### src/sv/rpfb_pkg.sv
// ----------------------------------------------------------------------------
// rpfb_pkg
// Types and codes shared by the page frame buffer plotter and its checker.
// ----------------------------------------------------------------------------
package rpfb_pkg;

   localparam int ADDR_W = 14;

   typedef enum logic [1:0] {
      REQ_PLOT  = 2'd0,
      REQ_CLEAR = 2'd1,
      REQ_READ  = 2'd2,
      REQ_NONE  = 2'd3
   } req_code_type;

   typedef enum logic [1:0] {
      CSR_WIDTH  = 2'd0,
      CSR_HEIGHT = 2'd1,
      CSR_ORIENT = 2'd2,
      CSR_UNUSED = 2'd3
   } csr_index_type;

   typedef enum logic [2:0] {
      ST_INIT,
      ST_IDLE,
      ST_MAP,
      ST_PLOT_RD,
      ST_PLOT_WR,
      ST_READ_WAIT,
      ST_CLEAR
   } state_type;

   typedef struct packed {
      req_code_type req_type;
      logic [7:0]   pos_x;
      logic [7:0]   pos_y;
      logic         pixel_on;
      logic [9:0]   byte_index;
   } req_word_type;

   typedef struct packed {
      logic       status;
      logic [7:0] read_data;
   } rsp_word_type;

   typedef struct packed {
      logic              miss;
      logic [ADDR_W-1:0] addr;
      logic [2:0]        bit_sel;
   } map_type;

endpackage

### src/sv/rpfb_map.sv
// ----------------------------------------------------------------------------
// rpfb_map
// Rotates a logical point onto the panel, checks it against the active
// geometry and forms the byte address and bit position in page layout.
// ----------------------------------------------------------------------------
module rpfb_map (
   input  logic [7:0]       width_use,
   input  logic [6:0]       height_use,
   input  logic             rotated,
   input  logic [7:0]       pos_x,
   input  logic [7:0]       pos_y,
   output rpfb_pkg::map_type map_out
);
   import rpfb_pkg::*;

   logic [7:0] hx;
   logic [7:0] hy;
   logic       miss;

   always_comb begin
      if (rotated) begin
         miss = (pos_x >= {1'b0, height_use}) || (pos_y >= width_use);
         hx   = width_use - 8'd1 - pos_y;
         hy   = pos_x;
      end else begin
         miss = (pos_x >= width_use) || (pos_y >= {1'b0, height_use});
         hx   = pos_x;
         hy   = pos_y;
      end
      map_out.miss    = miss;
      map_out.addr    = ADDR_W'(hy[7:3]) * ADDR_W'(width_use) + ADDR_W'(hx);
      map_out.bit_sel = hy[2:0];
   end

endmodule

### config.mk
export PLATFORM = sky130hd
export DESIGN_NAME = rpfb_map
export DESIGN_NICKNAME = d
export VERILOG_FILES = /design/src/sv/rpfb_pkg.sv /design/src/sv/rpfb_map.sv
export SDC_FILE = /design/constraint.sdc
export NUM_CORES = 1
export LEC_CHECK = 0
export ABC_AREA = 1
export BUFFER_PORTS_ARGS = -buffer_cell sky130_fd_sc_hd__buf_2
export CAP_MARGIN = 25
export CORE_UTILIZATION = 45
export DETAILED_ROUTE_END_ITERATION = 6
export MAX_ROUTING_LAYER = met4
export PLACE_DENSITY = 0.69
export SYNTH_ARGS = -nofsm -noshare
export SYNTH_HDL_FRONTEND = slang
export SYNTH_SLANG_ARGS = --single-unit
### constraint.sdc
create_clock -name vclk -period 3.9
set_input_delay 0.195 -clock vclk [all_inputs]
set_output_delay 0.195 -clock vclk [all_outputs]
set_load 0.005 [all_outputs]
Word level (Yosys, flattened, before mapping)
Cells that the tools add are included.

Word-level logic and storage cells: 13. Output and inout port bits: 18. Flip-flop bits (word level): 0.

$mul: 1. Order comparisons: 4. Muxes and demuxes: 3. $add $sub $neg: 3. Reductions and logical operators: 2.

Operators by type and width (count): $ge 8x7->1 (2); $ge 8x8->1 (2); $mux 8 (2); $add 13x8->14 (1); $mul 5x8->13 (1); $sub 8x1->8 const B (1); $sub 8x8->8 (1); $logic_or 1x1->1 (2); $mux 1 (1).

Depth between registers and ports, before layout
Depth after elaboration: 4. Depth in mapped cells: 24.

Worst setup path before layout
Ideal clock, no wire load.

Path kind: input port to output port. Start point: in pos_y[0]. End point: out map_out[10] (netlist bit). Required time: 3705 ps. Slack: 14 ps. Cell stages on the path: 16. Arrival: 3691 ps. Buffers on the path: 0. Path through: inv_1 > ha_1 > fa_1 > nand2_1 > nand2_1 > xor2_1 > o21ai_0 > fa_1 > fa_1 > fa_1 > inv_1 > ha_1 > a21oi_2 > nand2_2 > a21oi_1 > xnor2_1.

RTL lines: start: declaration (line rpfb_map.sv:11) `input logic [7:0] pos_y,`; end: declaration (line rpfb_map.sv:12) `output rpfb_pkg::map_type map_out`.

==> metrics.md <==
| Metric | Value |
|---|---|
| Die ar. | `0.00658 mm²` |
| Register area share after synthesis | `0` |
| Critical path depth | `20` |
| Core Box Area | `0.00599 mm²` |
| Total gr overflow | `0` |
| Area Overhead vs Synth | `40.0%` |
| # rows | `28` |
| WP data required | `3.70 ns` |
| Worst slew margin | `0.764` |
| Worst hold stages | `4` |
| Max FO, Critical Path | `6` |
| Fill cells | `530` |
| Fin. max-slew vios | `0` |
| Post-synthesis cell area | `0.00282 mm²` |
| Antenna Nets Post-Route | `0` |
| Startpoint Class | `input pin` |
| Final nets | `652` |
| Antenna fix cells | `0` |
| Minimum clock period | `3.95 ns` |
| Top-area cell type share of the netlist area | `0.271` |
| Worst Hold Class | `input pin to primary output` |
| # IOs | `50` |
| Critical path's top delay family | `adder cells` |
| Failing checks | `setup timing` |
| Leakage | `2.23 nW` |
| Fin area | `0.00395 mm²` |
| RSZ-0062 raised after global routing | `true` |
| Most common cell after layout, fill and taps aside | `nand2_1` |
| Largest net degree at the start of global routing | `18` |
| Placed Area | `0.00350 mm²` |
| Post-synthesis instance total | `433` |
| Max stage delay on crit path | `0.56 ns` |
| Mapped Nets | `553` |
| Setup TNS Final | `-0.0992 ns` |
| F_max | `0.253 GHz` |
| Tightest Pin Transition | `0.354 ns` |
| Crit path kind | `input pin to primary output` |
| Starting Density | `0.471` |
| First-pass DRT Iterations | `4` |
| Dpl hpwl | `6200 µm` |
| First-pass GRT wire length | `12,200 µm` |
| Warnings from Yosys | `0` |
| Cell mode on critical path | `nand2_2` |
| Routed via count | `2,974` |
| Post-Route WL | `7540 µm` |
| Detailed router's first-iteration violation count | `125` |
| CP max-delay cell | `fa_1` |
| Routed len/inst | `12.5 µm` |
| Share of layout cells above drive strength 1 | `0.366` |
| Worst path bufs/invs | `4` |
| Residual DRC | `0` |
| Final number of hold-violating endpoints | `0` |
| Worst Setup SP | `pos_y[0]` |
| Seq cells | `0` |
| CP arrival | `3.75 ns` |
| Worst setup endpoint | `map_out[16]` |
| Run status | `finished with violations` |
| CP cell instances | `buf_6, inv_4, ha_4, fa_2, nand2_2, nand2_2, xor2_1, o21ai_1, fa_1, fa_1, fa_1, inv_2, ha_4, nand3_2, nand2_2, nand3_2, nand2_2, nand2_1, o211ai_1, buf_2` |
| Die X | `81.1 µm` |
| Tcrit/Tclk final | `1.01` |
| Final worst slack | `-0.0491 ns` |
| Worst VDD drop | `0.378 mV` |
| Setup-failing EPs final | `4` |
| Antenna violations before repair | `0` |
| Setup crit end kind | `primary output` |
| Area leader, netlist | `ha_1` |
| Cell Pwr Density | `432 mW/mm²` |
| Maxcap violations | `0` |
| Buffers added on ports | `50` |
| Vias in the first global route | `2,769` |
| Most frequent cells in the layout | `nand2_1 (101), inv_1 (77), buf_4 (52)` |
| Mean post-synth cell area | `6.51 µm²` |
| Synth top area cells | `ha_1 (27%), fa_1 (19%), nand2_1 (15%), inv_1 (14%), nor2_1 (5.3%)` |
| Total track usage | `0.240` |
| RePlAce Congestion | `0.903` |
| Sequential standard cell area | `0 µm²` |
| Vias/cell | `4.92` |
| Die Y | `81.1 µm` |
| Synth cell types | `26` |
| # clk buffers | `0` |
-- repair_timing --
action                                  4_1_cts  5_1_grt
buffers inserted                              4        1
pin swaps                                    29       31
endpoints found under the setup margin       10        9
gates resized for setup                      64       43
hold buffers                                  0        0
endpoints found under the hold margin         0        0
-- per-layer routing --
metal	up-vias	GRT usage	routed length, µm
met4	0	0.0304	101
li1	1523	-	-
met3	14	0.00449	390
met1	1348	0.321	3310
met2	89	0.413	3750
met5	-	-	0
-- logic make-up after synthesis --
kind of cell    Yosys count  share of synthesized area
compound gates           36                     0.0763
xor+xnor                  9                     0.0306
fa+ha+maj                88                      0.462
buf+inv                 107                      0.146
simple gates            193                      0.285
-- how the worst min path moves through the flow --
stage,startpoint,endpoint,slack (ns)
6_report,pos_x[0],map_out[0],0.69
3_5_place_dp,pos_x[0],map_out[0],0.70
5_1_grt,pos_x[0],map_out[0],0.75
2_1_floorplan,pos_x[0],map_out[0],0.50
3_3_place_gp,pos_x[0],map_out[0],0.67
4_1_cts,pos_x[0],map_out[0],0.70
-- final cells by class --
cell class	instances	area (µm²)	area share
multi-input combinational	326	2780	0.705
tap	75	93.8	0.0238
timing repair buffer	101	682	0.173
inverter	103	389	0.0986
-- report_power, final --
part	internal, mW	switching [mW]	leakage, nW
clock network	0	0	0
registers	0	0	0
logic	0.806	0.896	2.23
-- per-stage QoR --
stage                     worst slack [ns]  total power [mW]   util  cells  hold slack, ns
final                              -0.0491              1.70  0.659    605           0.694
after global routing                -0.189              1.88  0.659    605           0.752
after CTS                          -0.0499              1.57  0.635    604           0.696
after detailed placement            -0.388              1.34  0.584    600           0.696
after global placement              -0.274              1.30  0.584    600           0.672
after floorplan                     0.0142             0.843      -    433           0.498
-- synth_stat cells, drive strengths merged --
cell and number:
a21oi 19, a31oi 1, and3 1, buf 4, fa 27, ha 61, inv 103, nand2 119
nand3 23, nand3b 4, nand4 3, nor2 40, nor3 1, o211ai 1, o21ai 13, o21bai 2
or2 2, xnor2 2, xor2 7
(Power assumes the default switching activity.)
